--- src/sv/sbr_pkg.sv ---
`default_nettype none
// ----------------------------------------------------------------------------
// SBUS receiver package
// Shared constants, the frame record passed from front to back, and the
// link status decode.
// ----------------------------------------------------------------------------
package sbr_pkg;

    localparam int FRAME_LENGTH = 25;
    localparam int DATA_BYTES   = 22;
    localparam int NUM_CHANNELS = 16;
    localparam int CHAN_WIDTH   = 11;
    localparam int DATA_BITS    = DATA_BYTES * 8;
    localparam int QUEUE_DEPTH  = 2;

    localparam logic [7:0] START_BYTE = 8'h0F;
    localparam logic [7:0] END_BYTE   = 8'h00;

    localparam logic [4:0] FLAGS_POS = 5'(FRAME_LENGTH - 2);
    localparam logic [4:0] END_POS   = 5'(FRAME_LENGTH - 1);

    localparam logic [3:0] LAST_CH_FULL = 4'd15;
    localparam logic [3:0] LAST_CH_HALF = 4'd7;

    localparam logic [1:0] LINK_OK       = 2'd0;
    localparam logic [1:0] LINK_LOST     = 2'd1;
    localparam logic [1:0] LINK_FAILSAFE = 2'd2;

    localparam int LOST_BIT     = 2;
    localparam int FAILSAFE_BIT = 3;

    typedef struct packed {
        logic [DATA_BITS-1:0] data;
        logic [1:0]           status;
        logic                 sixteen;
    } frame_t;

    function automatic logic [1:0] link_of_flags(input logic [7:0] flags);
        logic [1:0] s;
        if (flags[LOST_BIT])
            s = LINK_LOST;
        else if (flags[FAILSAFE_BIT])
            s = LINK_FAILSAFE;
        else
            s = LINK_OK;
        return s;
    endfunction

endpackage
`default_nettype wire

--- src/sv/sbr_front.sv ---
`default_nettype none
// ----------------------------------------------------------------------------
// SBUS receiver front end
// Tracks frame position, gathers data bytes and flags, checks the end byte
// and pushes a finished frame into the queue.
// ----------------------------------------------------------------------------
module sbr_front
    import sbr_pkg::*;
(
    input  wire logic       clk,
    input  wire logic       rst_n,
    input  wire logic       in_valid,
    output logic            in_ready,
    input  wire logic [7:0] rx_byte,
    input  wire logic       mode,
    output logic            push_valid,
    input  wire logic       push_ready,
    output frame_t          push_frame
);

    logic                 in_frame_reg, in_frame_next;
    logic [4:0]           pos_reg, pos_next;
    logic [DATA_BITS-1:0] data_reg, data_next;
    logic [1:0]           status_reg, status_next;
    logic                 accept;
    logic [4:0]           pos_inc;
    logic                 at_end;

    assign at_end   = in_frame_reg && (pos_reg == FLAGS_POS);
    assign in_ready = !at_end || push_ready;
    assign accept   = in_valid && in_ready;
    assign pos_inc  = pos_reg + 5'd1;

    assign push_valid         = accept && at_end && (rx_byte == END_BYTE);
    assign push_frame.data    = data_reg;
    assign push_frame.status  = status_reg;
    assign push_frame.sixteen = mode;

    always_comb
    begin
        in_frame_next = in_frame_reg;
        pos_next      = pos_reg;
        data_next     = data_reg;
        status_next   = status_reg;
        if (accept)
        begin
            if (!in_frame_reg)
            begin
                if (rx_byte == START_BYTE)
                begin
                    in_frame_next = 1'b1;
                    pos_next      = 5'd0;
                end
            end
            else if (pos_inc == END_POS)
            begin
                in_frame_next = 1'b0;
                pos_next      = 5'd0;
            end
            else
            begin
                pos_next = pos_inc;
                for (int j = 0; j < DATA_BYTES; j++)
                begin
                    if (pos_inc == 5'(j + 1))
                        data_next[j*8 +: 8] = rx_byte;
                end
                if (pos_inc == FLAGS_POS)
                    status_next = link_of_flags(rx_byte);
            end
        end
    end

    always_ff @(posedge clk or negedge rst_n)
    begin
        if (!rst_n)
        begin
            in_frame_reg <= 1'b0;
            pos_reg      <= 5'd0;
        end
        else
        begin
            in_frame_reg <= in_frame_next;
            pos_reg      <= pos_next;
        end
    end

    always_ff @(posedge clk)
    begin
        data_reg   <= data_next;
        status_reg <= status_next;
    end

`ifndef SYNTH
    a_idle_pos_zero: assert property (@(posedge clk) disable iff (!rst_n)
        !in_frame_reg |-> pos_reg == 5'd0)
        else $error("position not cleared while idle");

    a_push_on_end: assert property (@(posedge clk) disable iff (!rst_n)
        push_valid |-> push_ready && pos_reg == FLAGS_POS)
        else $error("frame pushed at wrong position or into full queue");
`endif

endmodule
`default_nettype wire

--- src/sv/sbr_queue.sv ---
`default_nettype none
// ----------------------------------------------------------------------------
// SBUS receiver frame queue
// Short queue of decoded frames between the front end and the emitter.
// ----------------------------------------------------------------------------
module sbr_queue
    import sbr_pkg::*;
(
    input  wire logic   clk,
    input  wire logic   rst_n,
    input  wire logic   push_valid,
    output logic        push_ready,
    input  wire frame_t push_frame,
    output logic        pop_valid,
    input  wire logic   pop,
    output frame_t      head
);

    localparam int PTR_W = $clog2(QUEUE_DEPTH);
    localparam int CNT_W = $clog2(QUEUE_DEPTH + 1);

    frame_t             entry_reg [QUEUE_DEPTH];
    logic [PTR_W-1:0]   wr_ptr_reg, rd_ptr_reg;
    logic [CNT_W-1:0]   count_reg, count_next;
    logic               do_push, do_pop;

    assign push_ready = count_reg != CNT_W'(QUEUE_DEPTH);
    assign pop_valid  = count_reg != '0;
    assign head       = entry_reg[rd_ptr_reg];
    assign do_push    = push_valid && push_ready;
    assign do_pop     = pop && pop_valid;

    always_comb
    begin
        count_next = count_reg;
        if (do_push && !do_pop)
            count_next = count_reg + CNT_W'(1);
        else if (!do_push && do_pop)
            count_next = count_reg - CNT_W'(1);
    end

    always_ff @(posedge clk or negedge rst_n)
    begin
        if (!rst_n)
        begin
            wr_ptr_reg <= '0;
            rd_ptr_reg <= '0;
            count_reg  <= '0;
        end
        else
        begin
            count_reg <= count_next;
            if (do_push)
                wr_ptr_reg <= (wr_ptr_reg == PTR_W'(QUEUE_DEPTH - 1)) ? '0
                                                                      : wr_ptr_reg + PTR_W'(1);
            if (do_pop)
                rd_ptr_reg <= (rd_ptr_reg == PTR_W'(QUEUE_DEPTH - 1)) ? '0
                                                                      : rd_ptr_reg + PTR_W'(1);
        end
    end

    always_ff @(posedge clk)
    begin
        if (do_push)
            entry_reg[wr_ptr_reg] <= push_frame;
    end

`ifndef SYNTH
    a_count_bound: assert property (@(posedge clk) disable iff (!rst_n)
        count_reg <= CNT_W'(QUEUE_DEPTH))
        else $error("queue count overflow");
`endif

endmodule
`default_nettype wire

--- src/sv/sbr_back.sv ---
`default_nettype none
// ----------------------------------------------------------------------------
// SBUS receiver channel emitter
// Walks the head frame channel by channel into a registered output stage.
// ----------------------------------------------------------------------------
module sbr_back
    import sbr_pkg::*;
(
    input  wire logic                  clk,
    input  wire logic                  rst_n,
    input  wire logic                  head_valid,
    input  wire frame_t                head,
    output logic                       pop,
    output logic                       out_valid,
    input  wire logic                  out_ready,
    output logic [3:0]                 channel_index,
    output logic [CHAN_WIDTH-1:0]      channel_value,
    output logic [1:0]                 link_status,
    output logic                       last_channel
);

    logic [3:0]            cnt_reg, cnt_next;
    logic                  valid_reg, valid_next;
    logic [3:0]            idx_reg;
    logic [CHAN_WIDTH-1:0] value_reg;
    logic [1:0]            status_reg;
    logic                  last_reg;
    logic [CHAN_WIDTH-1:0] chan [NUM_CHANNELS];
    logic                  load;
    logic                  is_last;

    always_comb
    begin
        for (int k = 0; k < NUM_CHANNELS; k++)
            chan[k] = head.data[k*CHAN_WIDTH +: CHAN_WIDTH];
    end

    assign load    = head_valid && (!valid_reg || out_ready);
    assign is_last = head.sixteen ? (cnt_reg == LAST_CH_FULL) : (cnt_reg == LAST_CH_HALF);
    assign pop     = load && is_last;

    always_comb
    begin
        cnt_next   = cnt_reg;
        valid_next = valid_reg;
        if (load)
        begin
            valid_next = 1'b1;
            cnt_next   = is_last ? 4'd0 : cnt_reg + 4'd1;
        end
        else if (out_ready)
            valid_next = 1'b0;
    end

    always_ff @(posedge clk or negedge rst_n)
    begin
        if (!rst_n)
        begin
            cnt_reg   <= 4'd0;
            valid_reg <= 1'b0;
        end
        else
        begin
            cnt_reg   <= cnt_next;
            valid_reg <= valid_next;
        end
    end

    always_ff @(posedge clk)
    begin
        if (load)
        begin
            idx_reg    <= cnt_reg;
            value_reg  <= chan[cnt_reg];
            status_reg <= head.status;
            last_reg   <= is_last;
        end
    end

    assign out_valid     = valid_reg;
    assign channel_index = idx_reg;
    assign channel_value = value_reg;
    assign link_status   = status_reg;
    assign last_channel  = last_reg;

`ifndef SYNTH
    a_last_index: assert property (@(posedge clk) disable iff (!rst_n)
        valid_reg && last_reg |-> idx_reg == LAST_CH_FULL || idx_reg == LAST_CH_HALF)
        else $error("last channel flag on wrong index");
`endif

endmodule
`default_nettype wire

--- src/sv/sbus_frame_receiver.sv ---
`default_nettype none
// ----------------------------------------------------------------------------
// SBUS frame receiver
// Decodes 25-byte SBUS frames into per-channel items.
// ----------------------------------------------------------------------------
// Takes one received byte per cycle. After a 0x0F start byte the next 24
// bytes form the frame; if the last is 0x00 the frame is queued and its 8 or
// 16 channels leave one item per cycle, each with the link status from the
// flags byte. in_ready drops only while the front waits for the last byte of
// a frame and both entries of the two-frame queue are still occupied; a burst
// drains at one item per cycle through the output register, so a full frame
// of bytes always outlasts its burst when the output side keeps up.
module sbus_frame_receiver
    import sbr_pkg::*;
(
    input  wire logic                  clk,
    input  wire logic                  rst_n,
    input  wire logic                  cfg_valid,
    output logic                       cfg_ready,
    input  wire logic                  sixteen_channel_mode,
    input  wire logic                  in_valid,
    output logic                       in_ready,
    input  wire logic [7:0]            rx_byte,
    output logic                       out_valid,
    input  wire logic                  out_ready,
    output logic [3:0]                 channel_index,
    output logic [CHAN_WIDTH-1:0]      channel_value,
    output logic [1:0]                 link_status,
    output logic                       last_channel
);

    logic   mode_reg;
    logic   push_valid, push_ready;
    frame_t push_frame;
    logic   head_valid, pop;
    frame_t head;

    assign cfg_ready = 1'b1;

    always_ff @(posedge clk or negedge rst_n)
    begin
        if (!rst_n)
            mode_reg <= 1'b1;
        else if (cfg_valid)
            mode_reg <= sixteen_channel_mode;
    end

    sbr_front u_front (
        .clk        (clk),
        .rst_n      (rst_n),
        .in_valid   (in_valid),
        .in_ready   (in_ready),
        .rx_byte    (rx_byte),
        .mode       (mode_reg),
        .push_valid (push_valid),
        .push_ready (push_ready),
        .push_frame (push_frame)
    );

    sbr_queue u_queue (
        .clk        (clk),
        .rst_n      (rst_n),
        .push_valid (push_valid),
        .push_ready (push_ready),
        .push_frame (push_frame),
        .pop_valid  (head_valid),
        .pop        (pop),
        .head       (head)
    );

    sbr_back u_back (
        .clk           (clk),
        .rst_n         (rst_n),
        .head_valid    (head_valid),
        .head          (head),
        .pop           (pop),
        .out_valid     (out_valid),
        .out_ready     (out_ready),
        .channel_index (channel_index),
        .channel_value (channel_value),
        .link_status   (link_status),
        .last_channel  (last_channel)
    );

endmodule
`default_nettype wire
--- config.mk ---
export PLATFORM = sky130hd
export DESIGN_NAME = sbus_frame_receiver
export DESIGN_NICKNAME = d
export VERILOG_FILES = /design/src/sv/sbr_pkg.sv /design/src/sv/sbr_front.sv /design/src/sv/sbr_queue.sv /design/src/sv/sbr_back.sv /design/src/sv/sbus_frame_receiver.sv
export SDC_FILE = /design/constraint.sdc
export NUM_CORES = 1
export LEC_CHECK = 0
export BUFFER_PORTS_ARGS = -buffer_cell sky130_fd_sc_hd__buf_4
export CAP_MARGIN = 5
export CORE_MARGIN = 2
export CORE_UTILIZATION = 56
export DETAILED_ROUTE_END_ITERATION = 12
export GPL_ROUTABILITY_DRIVEN = 0
export HOLD_SLACK_MARGIN = 0.12
export PLACE_DENSITY = 0.75
export SETUP_SLACK_MARGIN = 0.2
export SLEW_MARGIN = 15
export SYNTH_ARGS = -nofsm -noshare
export SYNTH_HDL_FRONTEND = slang
export SYNTH_SLANG_ARGS = --single-unit
export TNS_END_PERCENT = 20
--- constraint.sdc ---
create_clock -name clk -period 8.84 [get_ports clk]
set_input_delay 0.442 -clock clk [delete_from_list [all_inputs] [get_ports clk]]
set_output_delay 0.442 -clock clk [all_outputs]
set_load 0.05 [all_outputs]
==> results of run 1 <==
cell families (layout without fill, tap and decap cells):
family | count (synthesis) | after routing | share of synthesized area
DFF | 570 | 570 | 0.827
buffers and inverters | 42 | 150 | 0.0118
muxes | 116 | 116 | 0.0980
AOI/OAI and AO/OA | 95 | 95 | 0.0360
and+or+nand+nor | 72 | 72 | 0.0184
xor gates and xnor gates | 11 | 11 | 0.00468
adders and majority gates | 6 | 6 | 0.00364
other | 1 | 1 | 0.000182
cells in the final DEF, fill, tap and decap left out, types with 12 or more instances in the layout:
master                      count
sky130_fd_sc_hd__clkbuf_16     55
sky130_fd_sc_hd__a21oi_1       23
sky130_fd_sc_hd__dfrtp_1       12
sky130_fd_sc_hd__clkbuf_1      17
sky130_fd_sc_hd__buf_4         44
sky130_fd_sc_hd__mux2i_1       45
sky130_fd_sc_hd__edfxtp_1     554
sky130_fd_sc_hd__mux4_2        59
sky130_fd_sc_hd__nor2_1        18
sky130_fd_sc_hd__a22o_1        13
power by group through the flow:
stage / combinational [mW] / clock (mW) / sequential [mW]
6_report: 1.30 / 2.18 / 3.15
4_1_cts: 1.30 / 2.20 / 3.15
5_1_grt: 1.37 / 2.30 / 3.17
3_3_place_gp: 1.25 / 0 / 3.20
3_5_place_dp: 1.29 / 0 / 3.21
2_1_floorplan: 0.861 / 0 / 3.25
metrics by stage:
step	instances	power [mW]	worst slack [ps]	hold slack [ps]
finish	1489	6.63	5080	209
global route	1489	6.84	4760	197
CTS	1486	6.66	4730	189
detailed placement	1388	4.50	4740	322
global placement	1387	4.46	4890	319
floorplan	913	4.11	-608	146
worst max path at each step:
stage	cells past startpoint	from	end	slack [ps]
floorplan	6	u_front.pos_reg[0]	u_queue.entry_reg[0][0]	-610
global placement	6	u_front.pos_reg[0]	u_queue.entry_reg[0][128]	4890
detailed placement	6	u_front.pos_reg[0]	u_queue.entry_reg[0][128]	4740
CTS	6	u_front.pos_reg[0]	u_queue.entry_reg[0][29]	4730
global route	6	u_front.pos_reg[0]	u_queue.entry_reg[0][41]	4760
finish	6	u_front.pos_reg[0]	u_queue.entry_reg[0][18]	5080
layout make-up:
type                            count  area share
Sequential cell                   570       0.738
Multi-Input combinational cell    301       0.145
Clock buffer                       74      0.0635
Tap cell                          468      0.0253
Timing Repair Buffer               51      0.0195
Clock inverter                     21     0.00834
Inverter                            4    0.000650
worst reg2reg max path: cells and delay by family, from the launching register on:
| family | cells | cell delay, ps |
|---|---|---|
| AND/OR/NAND/NOR | 4 | 1570 |
| buffers and inverters | 1 | 880 |
| flip-flops | 1 | 470 |
| adder cells (fa/ha/maj) | 1 | 380 |
layer usage:
layer	vias up	part of all wire
met5	-	0
met4	0	0.028
met3	86	0.066
met2	370	0.50
met1	4861	0.41
li1	3933	-
repair_timing:
action / 4_1_cts / 5_1_grt
hold buffers: 3 / 0
endpoints found under the hold margin: 17 / 0
setup endpoints to repair: 0 / 0
==> load_flow_metrics.sql, run 1 <==
INSERT INTO impl_metrics (metric_group, metric, value, unit) VALUES
('synthesis', 'synth_edf_count', '554', ''),
('timing', 'final-setup-viol-count', '0', ''),
('die', 'row_count', '70', ''),
('min_path', 'hold_path.startpoint', 'in_valid', ''),
('pwr', 'powerDensity', '287', 'nW/um2'),
('critical_path', 'cp-end-kind', 'register', ''),
('run_status', 'outcome', 'completed', ''),
('min_path', 'holdPathStages', '3', ''),
('cells_and_area', 'layout.nets', '1001', ''),
('synthesis', 'synth_fp_nets', '933', ''),
('place', 'port_buffers', '33', ''),
('synthesis', 'yosys_most_used_dff', 'sky130_fd_sc_hd__edfxtp_1', ''),
('place', 'dp.final_hpwl', '22500', 'um'),
('pwr', 'combinational_cell_fraction_of_total_power', '0.197', ''),
('synthesis', 'synth_seq_area_share', '0.827', ''),
('pwr', 'leakage', '7.48', 'nW'),
('timing', 'slew-limit-headroom', '0.234', ''),
('synthesis', 'synth.top_cells.by_count', 'sky130_fd_sc_hd__edfxtp_1 (554), sky130_fd_sc_hd__mux4_2 (59), sky130_fd_sc_hd__mux2i_1 (45), sky130_fd_sc_hd__a21oi_1 (23), sky130_fd_sc_hd__nor2_1 (22)', ''),
('place', 'placed_area', '21300', 'um2'),
('pwr', 'clkPwrFrac', '0.328', ''),
('routing', 'drt_pass1_iterations', '5', ''),
('cts', 'clock_sink_count', '570', ''),
('cts', 'ctsHtreeMaxLevel', '2', ''),
('die', 'initial_core_util', '0.565', ''),
('cts', 'clock_latency', '580', 'ps'),
('cells_and_area', 'finalInstanceArea', '23100', 'um2'),
('grt', 'use_met3', '0.0397', ''),
('routing', 'dr.first_iter.drc_count', '1103', ''),
('critical_path', 'reg2reg_from', 'u_front.pos_reg[0]', ''),
('timing', 'report.final.slew_viol_count', '0', ''),
('timing', 'skew', '19.9', 'ps'),
('critical_path', 'cp_max_fo', '76', ''),
('routing', 'num_vias', '9250', ''),
('synthesis', 'synthMostInstantiatedCell', 'sky130_fd_sc_hd__edfxtp_1', ''),
('timing', 'rsz0062_at_grt', 'false', ''),
('critical_path', 'kind_of_critical_path', 'reg2reg', ''),
('routing', 'route.final.wire_length', '41100', 'um'),
('synthesis', 'synth-seq-cells', '570', ''),
('critical_path', 'worst_path_dominant_cell_family', 'simple AND/OR/NAND/NOR gates', ''),
('synthesis', 'synth_area_leader_cell', 'sky130_fd_sc_hd__edfxtp_1', ''),
('critical_path', 'critical-path-max-stage-delay', '870', 'ps'),
('die', 'die_width', '196', 'um'),
('cts', 'post_cts_buffers', '0', ''),
('pwr', 'pwr-share-seq', '0.475', ''),
('grt', 'antenna_violations_before_repair', '0', ''),
('cts', 'ctsResizeCount', '0', ''),
('cells_and_area', 'layout.area.seq', '17000', 'um2'),
('cells_and_area', 'largest_register_ff_count', '358', ''),
('synthesis', 'post_synth_design_cell_area', '20600', 'um2'),
('grt', 'globalRouteMet2Util', '0.363', ''),
('critical_path', 'worstReg2RegEnd', 'u_queue.entry_reg[0][18]', ''),
('pwr', 'ir_drop', '167', 'uV'),
('cts', 'clock_path_buffers', '3', ''),
('cells_and_area', 'post_route_cells_drive_above_1_share', '0.200', ''),
('critical_path', 'crit_path_top_delay_cell', 'sky130_fd_sc_hd__buf_4', ''),
('synthesis', 'yosys_warnings', '0', ''),
('critical_path', 'timing.critical_path.buf_inv', '1', ''),
('grt', 'grtUsageTotal', '0.220', ''),
('cts', 'cts_tree', 'done', ''),
('timing', 'timing_worst_slew_pin_value', '1150', 'ps'),
('grt', 'grt_start_max_net_pins', '77', ''),
('pwr', 'p_int', '4.81', 'mW'),
('timing', 'min_period_over_period', '0.426', ''),
('cells_and_area', 'fin_util', '0.634', ''),
('timing', 'fmax', '266', 'MHz'),
('synthesis', 'synth_top_cell_area_share', '0.808', ''),
('critical_path', 'crit_arrival', '3950', 'ps'),
('critical_path', 'cp_data_required_time', '9020', 'ps'),
('critical_path', 'timing.reg2reg.setup_slack', '5080', 'ps'),
('critical_path', 'r2r_cells', '6', ''),
('grt', 'overflow', '0', '');
Note: power is estimated with default switching activity, not from simulation.
==> inputs of run 2 (changes only) <==
CORE_UTILIZATION = 62   (was 56)
PLACE_DENSITY = 0.79   (was 0.75)
clock period = 3.7 ns   (was 8.84 ns; I/O delays follow)
==> load_flow_metrics.sql, run 2 (synthesis gave the netlist of run 1 again) <==
INSERT INTO impl_metrics (metric_group, metric, value, unit) VALUES
('cells_and_area', 'layout.cells.most_common_list', 'sky130_fd_sc_hd__edfxtp_1 (554), sky130_fd_sc_hd__mux4_2 (59), sky130_fd_sc_hd__clkbuf_16 (53), sky130_fd_sc_hd__buf_4 (52), sky130_fd_sc_hd__mux2i_1 (45)', ''),
('timing', 'timing_worst_slew_pin_value', '1160', 'ps'),
('cts', 'clock_path_buffers', '3', ''),
('cells_and_area', 'post_route_cells_drive_above_1_share', '0.213', ''),
('critical_path', 'crit_arrival', '3360', 'ps'),
('routing', 'post-route-drc-count', '0', ''),
('cts', 'cts_made_buffers', '51', ''),
('run_status', 'outcome', 'completed', ''),
('grt', 'gr_util_met1', '0.348', ''),
('cells_and_area', 'syn2layout_area_growth', '13.0', '%'),
('min_path', 'holdPathStages', '5', ''),
('grt', 'grt_start_max_net_pins', '99', ''),
('die', 'initial_core_util', '0.631', ''),
('cells_and_area', 'finalInstanceArea', '23300', 'um2'),
('place', 'dp.final_hpwl', '23700', 'um'),
('place', 'placed_area', '21500', 'um2'),
('pwr', 'ir_drop', '380', 'uV'),
('grt', 'overflow', '0', ''),
('cts', 'cts-root-buf', 'sky130_fd_sc_hd__clkbuf_16', ''),
('critical_path', 'worstReg2RegEnd', 'u_back.channel_value[5]', ''),
('timing', 'hold_viol', '0', ''),
('place', 'placed_cells', '1378', ''),
('routing', 'ant_nets', '0', ''),
('timing', 'final-setup-viol-count', '0', ''),
('cts', 'ctsHtreeMaxLevel', '2', ''),
('timing', 'report.final.slew_viol_count', '0', ''),
('routing', 'drt_pass1_iterations', '7', ''),
('cts', 'path_clk_slew', '60', 'ps'),
('timing', 'min_period_over_period', '0.838', ''),
('pwr', 'powerDensity', '680', 'nW/um2'),
('cells_and_area', 'layout.nets', '1021', ''),
('critical_path', 'reg2reg_from', 'u_back.cnt_reg[0]', ''),
('cells_and_area', 'mostFrequentLayoutCell', 'sky130_fd_sc_hd__edfxtp_1', ''),
('cells_and_area', 'layout.area.seq', '17000', 'um2'),
('critical_path', 'cp_data_required_time', '3950', 'ps'),
('timing', 'finalWorstPathRequiredPeriod', '3100', 'ps'),
('routing', 'drt-vias-per-instance', '6.44', ''),
('grt', 'use_met3', '0.0545', ''),
('die', 'die_ar', '34700', 'um2'),
('critical_path', 'cp-end-kind', 'register', ''),
('timing', 'slew-limit-headroom', '0.222', ''),
('pwr', 'fin_total_pwr', '15.8', 'mW'),
('timing', 'timing.final.ws_setup', '598', 'ps'),
('grt', 'antenna_violations_before_repair', '0', ''),
('cells_and_area', 'multi_input_area', '3360', 'um2'),
('critical_path', 'kind_of_critical_path', 'in2reg', ''),
('critical_path', 'r2r_cells', '4', ''),
('grt', 'via_count_of_the_first_global_routing_pass', '9592', ''),
('die', 'row_count', '66', ''),
('die', 'io_pins', '35', ''),
('routing', 'average_wire_length_per_cell_after_detail_routing', '29.0', 'um'),
('flow_run', 'max_cap_viol_count', '0', ''),
('grt', 'grtUsageTotal', '0.257', ''),
('grt', 'global_route.peak_usage_layer', 'met2', ''),
('critical_path', 'cp_max_fo', '23', ''),
('timing', 'hold_ws', '208', 'ps'),
('grt', 'wire_length_of_the_first_global_routing_pass', '62200', 'um'),
('place', 'port_buffers', '33', ''),
('routing', 'num_vias', '9544', ''),
('cells_and_area', 'largest_register_ff_count', '358', ''),
('cts', 'ctsResizeCount', '0', ''),
('min_path', 'hold_class', 'in2reg', ''),
('timing', 'skew', '18.3', 'ps'),
('cells_and_area', 'fillers', '1781', ''),
('place', 'pre_cts_slack', '595', 'ps'),
('critical_path', 'timing.reg2reg.setup_slack', '670', 'ps'),
('routing', 'dr.first_iter.drc_count', '1224', ''),
('die', 'core_area', '32600', 'um2'),
('die', 'die_width', '186', 'um'),
('min_path', 'holdPathEnd', 'u_front.in_frame_reg', ''),
('cts', 'cts_tree', 'done', ''),
('critical_path', 'startpoint_type', 'input pin', ''),
('routing', 'route.final.wire_length', '43000', 'um'),
('cells_and_area', 'antenna_cells', '0', ''),
('cts', 'clock_latency', '580', 'ps'),
('timing', 'fmax', '322', 'MHz'),
('die', 'die_outline_height', '186', 'um'),
('cells_and_area', 'finish.cell_count_without_fillers', '1482', ''),
('grt', 'globalRouteMet2Util', '0.411', ''),
('pwr', 'leakage', '7.58', 'nW'),
('min_path', 'hold_path.startpoint', 'rx_byte[5]', ''),
('cts', 'clock_sink_count', '570', ''),
('timing', 'rsz0062_at_grt', 'false', '');
==> run 2: cell types whose count changed in the layout (fill, tap and decap cells not counted), moves of 4 or more <==
cell	before	now
sky130_fd_sc_hd__buf_4	44	52
sky130_fd_sc_hd__clkbuf_1	17	10
sky130_fd_sc_hd__buf_12	1	9
sky130_fd_sc_hd__clkinv_2	5	9
sky130_fd_sc_hd__dlygate4sd3_1	3	12
==> run 2: through the flow <==
step / util / setup TNS (ps)
global placement: 0.660 / 0
CTS: 0.714 / 0
detailed placement: 0.661 / 0
floorplan: - / -233290
finish: 0.714 / 0
global route: 0.714 / 0
==> run 2: area by class of cell <==
type | count | share of cell area
timing repair buffer | 73 | 0.0297
sequential | 570 | 0.732
inverter | 4 | 0.000645
clock buffer | 63 | 0.0586
tap | 442 | 0.0238
clock inverter | 29 | 0.0109
multi-input combinational | 301 | 0.144
==> run 2: metal layers <==
layer / routed length [um] / share of wire
met1: 16600 / 0.39
met2: 20700 / 0.48
met3: 3780 / 0.088
met4: 1940 / 0.045
met5: 0 / 0
==> run 2: timing repair <==
item / 4_1_cts / 5_1_grt
buffers inserted: 0 / 0
hold buffers: 12 / 0
setup endpoints to repair: 0 / 0
hold endpoints to repair: 128 / 0
==> run 2: where the power goes <==
group	leakage (nW)	internal [mW]	total [mW]	switching [mW]
combinational	1.61	1.30	3.13	1.83
clock	0.780	2.89	5.10	2.21
sequential	5.18	7.23	7.60	0.369
==> run 2: worst max path at each step <==
stage                            start                        end  slack, ps  depth (start not counted)
floorplan           u_front.pos_reg[0]    u_queue.entry_reg[0][0]       -670                          6
global placement            rx_byte[4]  u_queue.entry_reg[0][175]         90                          5
detailed placement          rx_byte[4]  u_queue.entry_reg[0][175]        600                          5
CTS                         rx_byte[4]  u_queue.entry_reg[0][175]        620                          6
global route                rx_byte[4]  u_queue.entry_reg[0][164]        440                          6
finish                      rx_byte[4]  u_queue.entry_reg[0][175]        600                          6
==> run 2: worst max-delay path, stage by stage <==
cell and delay (ps):
sky130_fd_sc_hd__dlygate4sd3_1 530, sky130_fd_sc_hd__buf_4 280, sky130_fd_sc_hd__nor4_2 790, sky130_fd_sc_hd__nand4_1 480, sky130_fd_sc_hd__nor2_4 700, sky130_fd_sc_hd__buf_4 370
==> inputs of run 3 (changes only) <==
CORE_UTILIZATION = 56   (was 62)
PLACE_DENSITY = 0.75   (was 0.79)
clock period = 2.58 ns   (was 3.7 ns; I/O delays follow)
==> load_flow_metrics.sql, run 3 (synthesis gave the netlist of run 1 again) <==
INSERT INTO impl_metrics (metric_group, metric, value, unit) VALUES
('run_status', 'outcome', 'completed', ''),
('timing', 'skew', '17.2', 'ps'),
('cells_and_area', 'finalInstanceArea', '23900', 'um2'),
('place', 'port_buffers', '33', ''),
('cts', 'clock_path_buffers', '3', ''),
('critical_path', 'timing.critical_path.buf_inv', '1', ''),
('pwr', 'fin_total_pwr', '23.3', 'mW'),
('critical_path', 'crit_arrival', '2650', 'ps'),
('die', 'die_width', '196', 'um'),
('critical_path', 'worstReg2RegEnd', 'u_back.channel_value[1]', ''),
('routing', 'ant_nets', '0', ''),
('pwr', 'ir_drop', '533', 'uV'),
('cts', 'cts-root-buf', 'sky130_fd_sc_hd__clkbuf_16', ''),
('die', 'die_outline_height', '196', 'um'),
('min_path', 'holdPathEnd', 'u_front.data_reg[44]', ''),
('critical_path', 'cp_data_required_time', '2870', 'ps'),
('place', 'placed_area', '22100', 'um2'),
('critical_path', 'timing.critical_path.cells', 'buf_8, mux4_2, a22o_1, a2111oi_2, a21oi_1', ''),
('timing', 'report.final.slew_viol_count', '0', ''),
('timing', 'slew-limit-headroom', '0.487', ''),
('timing', 'min_period_over_period', '0.917', ''),
('grt', 'grtUsageTotal', '0.233', ''),
('routing', 'num_vias', '9682', ''),
('critical_path', 'crit_path_top_delay_cell', 'sky130_fd_sc_hd__a2111oi_2', ''),
('timing', 'rsz0062_at_grt', 'true', ''),
('die', 'io_pins', '35', ''),
('grt', 'antenna_violations_before_repair', '0', ''),
('cells_and_area', 'largest_register_ff_count', '358', ''),
('critical_path', 'worst_path_dominant_cell_family', 'compound AO/OA/AOI/OAI gates', ''),
('critical_path', 'critical-path-max-stage-delay', '530', 'ps'),
('cells_and_area', 'multi_input_area', '3370', 'um2'),
('routing', 'drt_pass1_iterations', '5', ''),
('die', 'row_count', '70', ''),
('min_path', 'hold_path.startpoint', 'rx_byte[4]', ''),
('cells_and_area', 'layout.area.seq', '17000', 'um2'),
('place', 'dp.final_hpwl', '25800', 'um'),
('die', 'die_ar', '38300', 'um2'),
('cells_and_area', 'post_route_cells_drive_above_1_share', '0.259', ''),
('critical_path', 'timing.reg2reg.setup_slack', '210', 'ps'),
('routing', 'average_wire_length_per_cell_after_detail_routing', '27.9', 'um'),
('timing', 'final-setup-viol-count', '0', ''),
('grt', 'via_count_of_the_first_global_routing_pass', '9924', ''),
('grt', 'overflow', '0', ''),
('grt', 'grt_start_max_net_pins', '44', ''),
('critical_path', 'kind_of_critical_path', 'reg2reg', ''),
('timing', 'fmax', '423', 'MHz'),
('routing', 'dr.first_iter.drc_count', '1130', ''),
('cts', 'clock_sink_count', '570', ''),
('routing', 'post-route-drc-count', '0', ''),
('cells_and_area', 'antenna_cells', '0', ''),
('cells_and_area', 'layout.cells.most_common_list', 'sky130_fd_sc_hd__edfxtp_1 (554), sky130_fd_sc_hd__buf_4 (110), sky130_fd_sc_hd__mux4_2 (59), sky130_fd_sc_hd__clkbuf_16 (53), sky130_fd_sc_hd__mux2i_1 (45)', ''),
('cells_and_area', 'syn2layout_area_growth', '16.1', '%'),
('cts', 'ctsHtreeMaxLevel', '2', ''),
('timing', 'timing_worst_slew_pin_value', '766', 'ps'),
('cells_and_area', 'layout.nets', '1085', ''),
('critical_path', 'cp-end-kind', 'register', ''),
('die', 'initial_core_util', '0.565', ''),
('timing', 'finalWorstPathRequiredPeriod', '2370', 'ps'),
('place', 'placed_cells', '1463', ''),
('pwr', 'powerDensity', '975', 'nW/um2'),
('timing', 'setup_total_negative_slack', '0', 'ps'),
('routing', 'drt-vias-per-instance', '6.15', ''),
('pwr', 'leakage', '7.95', 'nW'),
('cells_and_area', 'mostFrequentLayoutCell', 'sky130_fd_sc_hd__edfxtp_1', ''),
('cts', 'cts_tree', 'done', ''),
('cells_and_area', 'finish.cell_count_without_fillers', '1574', ''),
('cts', 'cts_made_buffers', '52', ''),
('grt', 'wire_length_of_the_first_global_routing_pass', '64300', 'um'),
('die', 'core_area', '36400', 'um2'),
('min_path', 'holdPathStages', '2', ''),
('critical_path', 'cp_max_fo', '11', ''),
('critical_path', 'startpoint_type', 'register', ''),
('critical_path', 'r2r_cells', '5', ''),
('timing', 'hold_viol', '0', ''),
('cts', 'path_clk_slew', '60', 'ps'),
('critical_path', 'reg2reg_from', 'u_back.cnt_reg[0]', ''),
('min_path', 'hold_class', 'in2reg', ''),
('flow_run', 'max_cap_viol_count', '0', ''),
('routing', 'route.final.wire_length', '43900', 'um'),
('cts', 'clock_latency', '580', 'ps'),
('cells_and_area', 'fin_util', '0.656', ''),
('cells_and_area', 'fillers', '2246', '');
run 3: worst reg2reg max path: stages, from the launching register on:
cell and delay (ps):
sky130_fd_sc_hd__dfrtp_4 520, sky130_fd_sc_hd__buf_8 210, sky130_fd_sc_hd__mux4_2 530, sky130_fd_sc_hd__a22o_1 220, sky130_fd_sc_hd__a2111oi_2 530, sky130_fd_sc_hd__a21oi_1 80
run 3: layer usage:
| metal | GRT usage | routed length, um | vias up |
|---|---|---|---|
| met5 | 0 | 0 | - |
| met2 | 0.388 | 22000 | 432 |
| met4 | 0.0839 | 1400 | 0 |
| met1 | 0.313 | 17500 | 5051 |
| li1 | - | - | 4107 |
| met3 | 0.0426 | 3070 | 92 |
run 3: repair_timing:
action	in CTS	in global routing
pin swaps	1	0
endpoints found under the hold margin	22	0
hold buffers	11	0
resized for setup	3	2
setup endpoints to repair	293	180
setup buffers	5	0
run 3: stage by stage:
stage               setup WS, ps  hold slack [ps]
global placement            15.6             5.58
CTS                          224              159
global route                 115              160
floorplan                  -1790             -167
detailed placement         -8.58             10.7
finish                       214              186
run 3: worst max path at each step:
stage	from	end	slack [ps]	depth (start not counted)
6_report	u_back.cnt_reg[0]	u_back.channel_value[1]	210	5
5_1_grt	u_back.cnt_reg[0]	u_back.channel_value[3]	110	6
4_1_cts	u_front.pos_reg[1]	u_front.data_reg[44]	220	6
3_5_place_dp	u_back.cnt_reg[0]	u_back.channel_value[8]	-9	5
3_3_place_gp	rx_byte[5]	u_queue.entry_reg[0][161]	20	6
2_1_floorplan	u_front.pos_reg[0]	u_queue.entry_reg[0][0]	-1790	6
run 3: area by class of cell:
class,instances,share of cell area
Clock buffer,65,0.0573
Clock inverter,30,0.0121
Inverter,4,0.000628
Multi-Input combinational cell,301,0.141
Sequential cell,570,0.713
Tap cell,468,0.0245
Timing Repair Buffer,136,0.0515
run 3: report_power, final:
part,switching (mW),internal (mW),total (mW)
Clock,3.11,4.35,7.47
Combinational,3.00,2.18,5.18
Sequential,0.290,10.4,10.7
